**src/sv/jsu_pkg.sv**
```systemverilog
// shared types, character constants and decode functions for the json string unescaper
package jsu_pkg;

    // field widths
    localparam int CP_W    = 21;
    localparam int HEX_W   = 16;
    localparam int CNT_W   = 3;
    localparam int TDATA_W = 24;

    // hex run counter: start value, and the value held when the fourth digit is due
    localparam logic [CNT_W-1:0] HEX_RUN_START = 3'd1;
    localparam logic [CNT_W-1:0] HEX_RUN_LAST  = 3'd4;

    // character codes
    localparam logic [CP_W-1:0] CP_QUOTE  = 21'h22;
    localparam logic [CP_W-1:0] CP_BSLASH = 21'h5C;
    localparam logic [CP_W-1:0] CP_DIG_0  = 21'h30;
    localparam logic [CP_W-1:0] CP_DIG_9  = 21'h39;
    localparam logic [CP_W-1:0] CP_LC_A   = 21'h61;
    localparam logic [CP_W-1:0] CP_LC_F   = 21'h66;
    localparam logic [CP_W-1:0] CP_UC_A   = 21'h41;
    localparam logic [CP_W-1:0] CP_UC_F   = 21'h46;
    localparam logic [CP_W-1:0] CP_LC_B   = 21'h62;
    localparam logic [CP_W-1:0] CP_UC_B   = 21'h42;
    localparam logic [CP_W-1:0] CP_UC_FF  = 21'h46;
    localparam logic [CP_W-1:0] CP_LC_N   = 21'h6E;
    localparam logic [CP_W-1:0] CP_UC_N   = 21'h4E;
    localparam logic [CP_W-1:0] CP_LC_R   = 21'h72;
    localparam logic [CP_W-1:0] CP_UC_R   = 21'h52;
    localparam logic [CP_W-1:0] CP_LC_T   = 21'h74;
    localparam logic [CP_W-1:0] CP_UC_T   = 21'h54;
    localparam logic [CP_W-1:0] CP_LC_U   = 21'h75;
    localparam logic [CP_W-1:0] CP_UC_U   = 21'h55;

    // decoded control characters
    localparam logic [CP_W-1:0] CP_BS  = 21'h08;
    localparam logic [CP_W-1:0] CP_FF  = 21'h0C;
    localparam logic [CP_W-1:0] CP_LF  = 21'h0A;
    localparam logic [CP_W-1:0] CP_CR  = 21'h0D;
    localparam logic [CP_W-1:0] CP_TAB = 21'h09;

    localparam logic [3:0] HEX_TEN = 4'hA;

    // one input character with its end marker
    typedef struct packed {
        logic [CP_W-1:0] code_point;
        logic            end_of_string;
    } t_item;

    // result of decoding the character after a backslash
    typedef struct packed {
        logic            start_hex;
        logic            valid;
        logic [CP_W-1:0] ch;
    } t_esc;

    // hex digit value, anything else counts as zero
    function automatic logic [3:0] hex_value(input logic [CP_W-1:0] c);
        logic [3:0] v;
        v = 4'h0;
        if (c >= CP_DIG_0 && c <= CP_DIG_9) begin
            v = 4'(c - CP_DIG_0);
        end else if (c >= CP_LC_A && c <= CP_LC_F) begin
            v = 4'(c - CP_LC_A) + HEX_TEN;
        end else if (c >= CP_UC_A && c <= CP_UC_F) begin
            v = 4'(c - CP_UC_A) + HEX_TEN;
        end
        return v;
    endfunction

    // escape letter map, case-insensitive
    function automatic t_esc escape_map(input logic [CP_W-1:0] c);
        t_esc e;
        e.start_hex = 1'b0;
        e.valid     = 1'b1;
        e.ch        = c;
        unique case (c)
            CP_LC_B, CP_UC_B: e.ch = CP_BS;
            CP_LC_F, CP_UC_FF: e.ch = CP_FF;
            CP_LC_N, CP_UC_N: e.ch = CP_LF;
            CP_LC_R, CP_UC_R: e.ch = CP_CR;
            CP_LC_T, CP_UC_T: e.ch = CP_TAB;
            CP_LC_U, CP_UC_U: begin
                e.start_hex = 1'b1;
                e.valid     = 1'b0;
                e.ch        = '0;
            end
            default: e.ch = c;
        endcase
        return e;
    endfunction

endpackage

```
**src/sv/json_string_unescaper_core.sv**
```systemverilog
// json string unescaper top level: input register, decoder and result register
// path: each character passes the input register and then the result register
// throughput: one character per cycle while the result output is not stalled
// reset: synchronous active low; clears both stage valid flags and the string state
// one result per character; tuser flags whether it carries a decoded character
module json_string_unescaper_core (
    input  logic                          i_clk,
    input  logic                          i_rst_n,
    input  logic                          i_s_tvalid,
    output logic                          o_s_tready,
    input  logic [jsu_pkg::TDATA_W-1:0]   i_s_tdata,  // [20:0] code_point, rest zero
    input  logic                          i_s_tlast,  // end_of_string
    output logic                          o_m_tvalid,
    input  logic                          i_m_tready,
    output logic [jsu_pkg::TDATA_W-1:0]   o_m_tdata,  // [20:0] decoded_char, rest zero
    output logic                          o_m_tuser,  // [0] char_valid
    output logic                          o_m_tlast   // string_done
);
    import jsu_pkg::*;

    t_item           in_item;
    t_item           held_item;
    logic            held_valid;
    logic            take;
    logic [CP_W-1:0] dec_char;

    assign in_item.code_point    = i_s_tdata[CP_W-1:0];
    assign in_item.end_of_string = i_s_tlast;

    // input register
    jsu_in_reg u_in_reg (
        .i_clk   (i_clk),
        .i_rst_n (i_rst_n),
        .i_valid (i_s_tvalid),
        .o_ready (o_s_tready),
        .i_item  (in_item),
        .o_valid (held_valid),
        .i_take  (take),
        .o_item  (held_item)
    );

    // decode and result register
    jsu_decoder u_decoder (
        .i_clk          (i_clk),
        .i_rst_n        (i_rst_n),
        .i_valid        (held_valid),
        .i_item         (held_item),
        .o_take         (take),
        .o_valid        (o_m_tvalid),
        .i_ready        (i_m_tready),
        .o_char_valid   (o_m_tuser),
        .o_decoded_char (dec_char),
        .o_string_done  (o_m_tlast)
    );

    assign o_m_tdata = {{(TDATA_W-CP_W){1'b0}}, dec_char};

endmodule

```
**src/sv/jsu_in_reg.sv**
```systemverilog
// input register stage that holds one accepted character
module jsu_in_reg (
    input  logic          i_clk,
    input  logic          i_rst_n,
    input  logic          i_valid,
    output logic          o_ready,
    input  jsu_pkg::t_item i_item,
    output logic          o_valid,
    input  logic          i_take,
    output jsu_pkg::t_item o_item
);
    import jsu_pkg::*;

    logic  r_valid;
    t_item r_item;

    // room when empty or when the held item moves on this cycle
    assign o_ready = !r_valid || i_take;
    assign o_valid = r_valid;
    assign o_item  = r_item;

    // valid flag
    always_ff @(posedge i_clk) begin
        if (!i_rst_n) begin
            r_valid <= 1'b0;
        end else if (o_ready) begin
            r_valid <= i_valid;
        end
    end

    // payload
    always_ff @(posedge i_clk) begin
        if (i_valid && o_ready) begin
            r_item <= i_item;
        end
    end

endmodule

```
**src/sv/jsu_decoder.sv**
```systemverilog
// string state, one-step decode and result register
module jsu_decoder (
    input  logic                     i_clk,
    input  logic                     i_rst_n,
    input  logic                     i_valid,
    input  jsu_pkg::t_item           i_item,
    output logic                     o_take,
    output logic                     o_valid,
    input  logic                     i_ready,
    output logic                     o_char_valid,
    output logic [jsu_pkg::CP_W-1:0] o_decoded_char,
    output logic                     o_string_done
);
    import jsu_pkg::*;

    logic             r_inside;
    logic             r_escape;
    logic [CNT_W-1:0] r_hex_cnt;
    logic [HEX_W-1:0] r_hex_acc;
    logic             n_inside;
    logic             n_escape;
    logic [CNT_W-1:0] n_hex_cnt;
    logic [HEX_W-1:0] n_hex_acc;

    logic             r_out_valid;
    logic             r_char_valid;
    logic [CP_W-1:0]  r_decoded_char;
    logic             r_string_done;

    logic             res_valid;
    logic [CP_W-1:0]  res_char;
    logic [CP_W-1:0]  c;
    t_esc             esc;

    assign c      = i_item.code_point;
    assign esc    = escape_map(c);
    assign o_take = i_valid && (!r_out_valid || i_ready);

    // next state and result for the held character
    always_comb begin
        n_inside  = r_inside;
        n_escape  = r_escape;
        n_hex_cnt = r_hex_cnt;
        n_hex_acc = r_hex_acc;
        res_valid = 1'b0;
        res_char  = '0;
        priority if (!r_inside) begin
            if (c == CP_QUOTE) begin
                n_inside = 1'b1;
            end else begin
                res_valid = 1'b1;
                res_char  = c;
            end
        end else if (r_hex_cnt != '0) begin
            n_hex_acc = {r_hex_acc[HEX_W-5:0], hex_value(c)};
            if (r_hex_cnt == HEX_RUN_LAST) begin
                res_valid = 1'b1;
                res_char  = {{(CP_W-HEX_W){1'b0}}, n_hex_acc};
                n_hex_cnt = '0;
            end else begin
                n_hex_cnt = r_hex_cnt + 3'd1;
            end
        end else if (r_escape) begin
            n_escape  = 1'b0;
            res_valid = esc.valid;
            res_char  = esc.ch;
            if (esc.start_hex) begin
                n_hex_cnt = HEX_RUN_START;
                n_hex_acc = '0;
            end
        end else if (c == CP_QUOTE) begin
            n_inside = 1'b0;
        end else if (c == CP_BSLASH) begin
            n_escape = 1'b1;
        end else begin
            res_valid = 1'b1;
            res_char  = c;
        end
        // end of token drops all state
        if (i_item.end_of_string) begin
            n_inside  = 1'b0;
            n_escape  = 1'b0;
            n_hex_cnt = '0;
            n_hex_acc = '0;
        end
    end

    // string state, advanced once per taken character
    always_ff @(posedge i_clk) begin
        if (!i_rst_n) begin
            r_inside  <= 1'b0;
            r_escape  <= 1'b0;
            r_hex_cnt <= '0;
            r_hex_acc <= '0;
        end else if (o_take) begin
            r_inside  <= n_inside;
            r_escape  <= n_escape;
            r_hex_cnt <= n_hex_cnt;
            r_hex_acc <= n_hex_acc;
        end
    end

    // result valid flag
    always_ff @(posedge i_clk) begin
        if (!i_rst_n) begin
            r_out_valid <= 1'b0;
        end else if (!r_out_valid || i_ready) begin
            r_out_valid <= i_valid;
        end
    end

    // result payload
    always_ff @(posedge i_clk) begin
        if (o_take) begin
            r_char_valid   <= res_valid;
            r_decoded_char <= res_char;
            r_string_done  <= i_item.end_of_string;
        end
    end

    assign o_valid        = r_out_valid;
    assign o_char_valid   = r_char_valid;
    assign o_decoded_char = r_decoded_char;
    assign o_string_done  = r_string_done;

endmodule

```
**config.mk**
```make
export PLATFORM = sky130hd
export DESIGN_NAME = json_string_unescaper_core
export DESIGN_NICKNAME = d
export VERILOG_FILES = /design/src/sv/jsu_pkg.sv /design/src/sv/json_string_unescaper_core.sv /design/src/sv/jsu_in_reg.sv /design/src/sv/jsu_decoder.sv
export SDC_FILE = /design/constraint.sdc
export NUM_CORES = 1
export LEC_CHECK = 0
export BUFFER_PORTS_ARGS = -buffer_cell sky130_fd_sc_hd__buf_2
export CORE_MARGIN = 10
export CORE_UTILIZATION = 56
export DETAILED_ROUTE_END_ITERATION = 7
export GPL_TIMING_DRIVEN = 0
export PLACE_DENSITY = 0.77
export SETUP_SLACK_MARGIN = 0.3
export SLEW_MARGIN = 10
export SYNTH_ARGS = -nofsm -noshare
export SYNTH_HDL_FRONTEND = slang
export SYNTH_SLANG_ARGS = --single-unit
```
**constraint.sdc**
```tcl
create_clock -name i_clk -period 3.15 [get_ports i_clk]
set_input_delay 0.1575 -clock i_clk [delete_from_list [all_inputs] [get_ports i_clk]]
set_output_delay 0.1575 -clock i_clk [all_outputs]
set_load 0.1 [all_outputs]
```
==> results by group, run 1 <==
Pwr
  • Comb pwr share: 12.4%
  • Reg power frac: 46.3%
  • Psw: 0.526 mW
  • Internal: 1.55 mW
  • Pwr Density: 513 mW/mm²
  • Leak Pwr: 1.50 nW
  • Worst ir drop on vdd: 0.360 mV
  • Switching share of power: 25.3%
  • Clock power share: 41.3%

Setup path
  • RR Endpoint: u_decoder.o_decoded_char[3]
  • Crit-path cells: inv_1 > ha_1 > nor2b_1 > nand2_1 > nor3_1 > o41ai_1 > or2_4 > a211o_1
  • Crit end category: flop
  • Critical path's slowest cell: edfxtp_1
  • CP max stage delay: 0.56 ns
  • Critical Path AT: 2.80 ns
  • Reg2reg setup slack: 0.44 ns
  • Critical Path RT: 3.24 ns
  • Crit start category: flop
  • R2R depth: 8
  • Crit Path Category: flop to flop
  • CP Max Fanout: 10
  • Reg2reg start: u_in_reg.o_item[1]

Placement
  • Worst slack, placed: 0.495 ns
  • Placer Congestion: 0.936
  • DPL Wire Length: 5870 µm
  • I/O Buffers: 50

Timing
  • Slew Viols, Final: 0
  • Final worst setup slack: 0.439 ns
  • Clock Skew: 0.00954 ns
  • RSZ-0062 raised after global routing: false
  • Setup TNS: 0 ns
  • Fmax: 369 MHz
  • Final setup fails: 0
  • Final Hold Fails: 0
  • Slew HR: 30.5%
  • Crit path time final: 2.71 ns
  • Final period util: 86.1%
  • Slew at the pin with the worst max-slew slack: 1.04 ns

Yosys
  • Synth unique cells: 68
  • Syn avg cell area: 11.1 µm²
  • Synthesis Warnings: 0
  • Most instantiated cells after synthesis: edfxtp_1 (45), nor2_1 (25), dfxtp_1 (19), nand2_1 (15)
  • Number of synthesized register bits: 64
  • Largest area contributor in the netlist: edfxtp_1
  • EDFF count, synth: 45
  • Post-synth ARST share: 0%
  • Sequential area share after synthesis: 53.7%
  • Most numerous cell in the Yosys netlist: edfxtp_1
  • Post-Syn Area: 0.00322 mm²
  • Cells after Synth: 289
  • Top FF cell, synth: edfxtp_1
  • Yosys top cell area share: 41.9%
  • Area contributors post-synth: edfxtp_1 (42%), dfxtp_1 (12%), a22o_1 (3.3%)

Job
  • Maxcap violations: 0

Die
  • FP Rows: 27
  • Die height: 95.9 µm
  • Die area: 0.00919 mm²
  • Core region area: 0.00554 mm²
  • Die X: 95.9 µm
  • Initial core utilization: 58.2%
  • Num ports: 57

Detailed routing
  • Final wirelength: 8330 µm
  • Post-DRT Antenna Nets: 0
  • Via-per-instance ratio: 5.83
  • DRC: 0
  • WL/cell: 18.4 µm
  • DR pass1 iterations: 4
  • Iter 0 DRT Violations: 220
  • Vias: 2637

Clocking
  • CTS root buf: clkbuf_8
  • H-tree depth: 3
  • CTS tree: yes
  • CTS sink cnt: 64
  • Worst-Skew Late Latency: 0.34 ns
  • Postcts setup bufs: 0
  • CTS Buf Count: 9
  • Clock transition at path regs: 0.07 ns
  • Max Root-Sink Buffers: 2

Outcome
  • Status: finished, final reports clean

Cells and area
  • Share of cells above drive strength 1: 23.2%
  • Nets@finish: 409
  • Fillers: 413
  • Layout area overhead: 25.6%

Hold path
  • Hold_sp: i_s_tvalid
  • Worst Hold Depth: 3
  • HP Class: input port to flop
  • Hold path endpoint: u_in_reg.o_valid

Global route
  • Largest net degree at the start of global routing: 25
  • Vias in the first global route: 2498
  • Overflow after GRT: 0
  • GR Util All Layers: 18.1%
  • Initial antenna violation count: 0
  • First-pass GRT wire length: 12800 µm
flip-flops by register name, indices dropped and copies added (netlist names):
signal,flops
u_decoder.r_hex_acc,12
u_decoder.o_char_valid,1
u_in_reg.o_valid,1
u_decoder.r_hex_cnt,3
u_decoder.r_inside,1
u_decoder.o_string_done,1
u_decoder.o_decoded_char,21
u_decoder.r_escape,1
u_decoder.o_valid,1
u_in_reg.o_item,22
how the worst max path moves through the flow:
stage / from / to / slack [ns] / cells past startpoint
after floorplan: u_decoder.o_valid / u_in_reg.o_item[0] / 0.34 / 3
after global placement: u_in_reg.o_item[2] / u_decoder.o_decoded_char[2] / 0.42 / 9
after detailed placement: u_in_reg.o_item[2] / u_decoder.o_decoded_char[2] / 0.49 / 9
after CTS: u_in_reg.o_item[17] / u_decoder.o_decoded_char[12] / 0.49 / 7
after global routing: u_in_reg.o_item[2] / u_decoder.o_decoded_char[2] / 0.32 / 9
final: u_in_reg.o_item[1] / u_decoder.o_decoded_char[3] / 0.44 / 8
worst max-delay path, delay by kind of cell (launching register included):
kind                       cells  cell delay, ns
AOI/OAI and AO/OA              2            0.45
adders and majority gates      1            0.24
buffers and inverters          1            0.21
DFF                            1            0.56
and+or+nand+nor                4            1.02
cells by family (layout without fill, tap and decap cells):
kind of cell             after synthesis  count (layout)  synth area share (%)
AO/OA/AOI/OAI                         79              79                  18.4
flip-flops                            64              64                  53.7
buffers and inverters                 30             118                  4.19
AND/OR/NAND/NOR                      109             109                  21.2
other                                  1               4                 0.116
adder cells (fa/ha/maj)                6               6                  2.33
power by group through the flow:
stage / clock [mW] / sequential, mW / combinational, mW
global placement: 0 / 0.978 / 0.232
detailed placement: 0 / 0.979 / 0.235
floorplan: 0 / 1.07 / 0.0883
global route: 0.892 / 0.965 / 0.270
finish: 0.857 / 0.962 / 0.257
CTS: 0.866 / 0.961 / 0.255
through the flow:
step / cells / power, mW / cell area (µm²) / hold slack, ns / utilization (%)
after floorplan: 291 / 1.16 / 3230 / 0.256 / -
final: 452 / 2.08 / 4050 / 0.0435 / 73.0
after global routing: 451 / 2.13 / 4040 / 0.0561 / 73.0
after detailed placement: 413 / 1.21 / 3570 / 0.336 / 64.4
after CTS: 450 / 2.08 / 4020 / 0.000988 / 72.6
after global placement: 413 / 1.21 / 3570 / 0.335 / 64.4
repair_timing:
item                       CTS  global route
hold buffers                21             1
setup endpoints to repair    0             1
hold endpoints to repair    21             1
gates resized for setup      0             1
cell usage in the layout (no fill, tap or decap), drive strengths merged, types with 2 or more instances in the layout:
master and count:
a211o 2, a211oi 4, a21o 3, a21oi 12, a22o 12, a22oi 8, a2bb2oi 2, a31o 2
a31oi 2, and2 5, and3 5, buf 57, bufinv 3, clkbuf 22, clkinv 4, conb 3
dfxtp 19, dlygate4sd3 22, edfxtp 45, ha 6, inv 10, nand2 15, nand2b 4, nand3 12
nand3b 2, nand4 5, nor2 25, nor2b 6, nor3 9, nor3b 2, nor4 7, o211ai 3
o21ai 10, o31ai 5, or3 4, or4 2
layer usage:
| metal | vias up | track usage [%] | part of all wire [%] |
|---|---|---|---|
| li1 | 1277 | - | - |
| met1 | 1237 | 22.7 | 43 |
| met2 | 109 | 28.2 | 47 |
| met3 | 14 | 6.07 | 8.7 |
| met4 | 0 | 6.76 | 1.4 |
| met5 | - | 0 | 0 |
final cells by class:
cell class              instances  area [µm²]  area share, %
inverters                      11        41.3           1.02
clock inverters                 6         106           2.63
flip-flops and latches         64        1730           42.8
multi-input cells             197        1370           33.9
well taps                      72        90.1           2.23
clock buffers                  10         138           3.40
diodes                          1        2.50         0.0619
repair buffers                 72         470           11.6
plain buffers                  19        93.8           2.32
No activity file was read; power rests on OpenSTA's default activity.
==> run 2, diff against run 1 <==
--- a/config.mk
+++ b/config.mk
@@ -6,6 +6,7 @@
 export NUM_CORES = 1
 export LEC_CHECK = 0
 export BUFFER_PORTS_ARGS = -buffer_cell sky130_fd_sc_hd__buf_2
+export CORE_ASPECT_RATIO = 2
 export CORE_MARGIN = 10
 export CORE_UTILIZATION = 56
 export DETAILED_ROUTE_END_ITERATION = 7
==> run 2 against run 1 <==
Compared with the run above: sequential power about the same; global-route usage increased by 2.3 points; flip-flop and latch count is the same; critical endpoint unchanged.
==> results by group, run 2 (same netlist as run 1, synthesis figures left out) <==
Outcome
  • Status: finished, final reports clean

Placement
  • Worst slack, placed: 0.398 ns (-0.0965 ns)
  • Placer Congestion: 0.906 (-3.2%)
  • I/O Buffers: 50 (unchanged)
  • DPL Wire Length: 6200 µm (+5.6%)

Global route
  • Initial antenna violation count: 0 (unchanged)
  • Met2 GRT Util: 34.9% (+6.7 points)
  • GR Util All Layers: 20.3% (+2.3 points)
  • First-pass GRT wire length: 14500 µm (+14%)
  • Vias in the first global route: 2897 (+16%)
  • Busiest grt layer: met2
  • Largest net degree at the start of global routing: 25 (unchanged)
  • Overflow after GRT: 0 (unchanged)
  • Met3 usage: 6.20% (+0.13 points)
  • Routing usage on met1: 19.0% (-3.7 points)

Die
  • Die X: 73.6 µm (-23%)
  • FP Rows: 39 (+44%)
  • Die height: 127 µm (+33%)
  • Die area: 0.00937 mm² (+2.0%)
  • Initial core utilization: 56.9% (-1.2 points)
  • Core region area: 0.00566 mm² (+2.2%)
  • Num ports: 57 (unchanged)

Timing
  • Setup TNS: 0 ns (unchanged)
  • Slew HR: 32.2% (+1.7 points)
  • WHS: 0.0121 ns (-0.0314 ns)
  • RSZ-0062 raised after global routing: false
  • Clock Skew: 0.00661 ns (-0.00293 ns)
  • Crit path time final: 2.67 ns (-0.0361 ns)
  • Final Hold Fails: 0 (unchanged)
  • Fmax: 374 MHz (+1.4%)
  • Slew at the pin with the worst max-slew slack: 1.02 ns (-0.0258 ns)
  • Final period util: 84.9% (-1.1 points)
  • Slew Viols, Final: 0 (unchanged)
  • Final worst setup slack: 0.475 ns (+0.0361 ns)
  • Final setup fails: 0 (unchanged)

Cells and area
  • Commonest non-fill, non-tap cell in the layout: buf_2
  • Share of cells above drive strength 1: 23.8% (+0.59 points)
  • Most frequent cells in the layout: buf_2 (53), edfxtp_1 (45), nor2_1 (25)
  • Largest register FFs: 22 (unchanged)
  • Nets@finish: 408 (-0.24%)
  • Inserted Diodes: 0 (-1)
  • Layout area overhead: 26.4%
  • Core Util, Final: 71.9% (-1.1 points)

Setup path
  • Crit start category: flop
  • Critical Path RT: 3.23 ns (about the same)
  • Critical path's slowest cell: or4_4
  • Critical Path AT: 2.75 ns (-0.05 ns)
  • CP delay by family, top: simple AND/OR/NAND/NOR gates
  • CP Max Fanout: 8 (-2)
  • Crit Path Category: flop to flop
  • CP max stage delay: 0.47 ns (-0.09 ns)
  • Crit-path cells: clkbuf_2 > inv_1 > ha_1 > nand3b_1 > and3_1 > or4_4 > a21oi_2 > a211oi_1 > a211o_1
  • Worst path bufs/invs: 2 (+1)
  • Crit end category: flop

Job
  • Maxcap violations: 0 (unchanged)

Detailed routing
  • Iter 0 DRT Violations: 239 (+8.6%)
  • Vias: 2691 (+2.0%)
  • WL/cell: 20.5 µm (+11%)
  • Via-per-instance ratio: 6.13 (+5.1%)
  • DRC: 0 (unchanged)
  • Post-DRT Antenna Nets: 0 (unchanged)
  • Final wirelength: 9020 µm (+8.2%)
  • DR pass1 iterations: 5 (+1)

Clocking
  • CTS sink cnt: 64 (unchanged)
  • CTS tree: yes
  • H-tree depth: 3 (unchanged)
  • CTS root buf: clkbuf_16
  • CTS Buf Count: 9 (unchanged)
  • Clock transition at path regs: 0.06 ns (about the same)
  • Max Root-Sink Buffers: 2 (unchanged)
  • Worst-Skew Late Latency: 0.33 ns (about the same)

Hold path
  • HP Class: input port to flop

Pwr
  • Pwr Density: 539 mW/mm² (+5.1%)
  • Leak Pwr: 1.52 nW (+1.1%)
  • Worst ir drop on vdd: 0.857 mV (+140%)
  • Total power: 2.20 mW (+5.8%)
run 2: changes by cell type in the layout (fill, tap and decap cells not counted), moves of 2 or more:
cell,change
bufinv_16,-2
clkbuf_16,+9
clkinvlp_4,+2
clkbuf_8,-10
run 2: final timing paths:
path	from	to	slack [ns]	cells past startpoint
setup / recovery	u_in_reg.o_item[2]	u_decoder.o_decoded_char[3]	0.48	9
hold / removal	i_s_tdata[7]	u_in_reg.o_item[8]	0.01	1
setup reg to reg	u_in_reg.o_item[2]	u_decoder.o_decoded_char[3]	0.48	9
hold reg to reg	u_in_reg.o_item[0]	u_decoder.o_string_done	0.44	0
run 2: area by class of cell:
type | instances | area [µm²]
plain buffers | 19 | 95.1
clock buffers | 9 | 225
clock inverters | 7 | 71.3
fillers | 403 | 1590
inverters | 11 | 41.3
multi-input cells | 197 | 1370
flip-flops and latches | 64 | 1730
well taps | 61 | 76.3
repair buffers | 71 | 460
run 2: repair_timing:
action,4_1_cts,5_1_grt
buffers inserted,0,0
endpoints found under the setup margin,0,5
hold buffers,21,0
endpoints found under the hold margin,21,0
gates resized for setup,0,3
run 2: layer usage:
layer	vias up	part of all wire, %
li1	1273	-
met1	1251	33
met2	128	55
met3	39	6.6
met4	0	5.6
met5	-	0
run 2: report_power, final:
part | total, mW | switching [mW] | internal [mW]
sequential | 0.965 | 0.0264 | 0.939
clock | 0.975 | 0.364 | 0.611
combinational | 0.256 | 0.187 | 0.0689
run 2: through the flow:
step	area [µm²]	instances
after global placement	3560	402
after detailed placement	3560	402
after CTS	4060	439
final	4070	439
after floorplan	3230	291
after global routing	4070	439
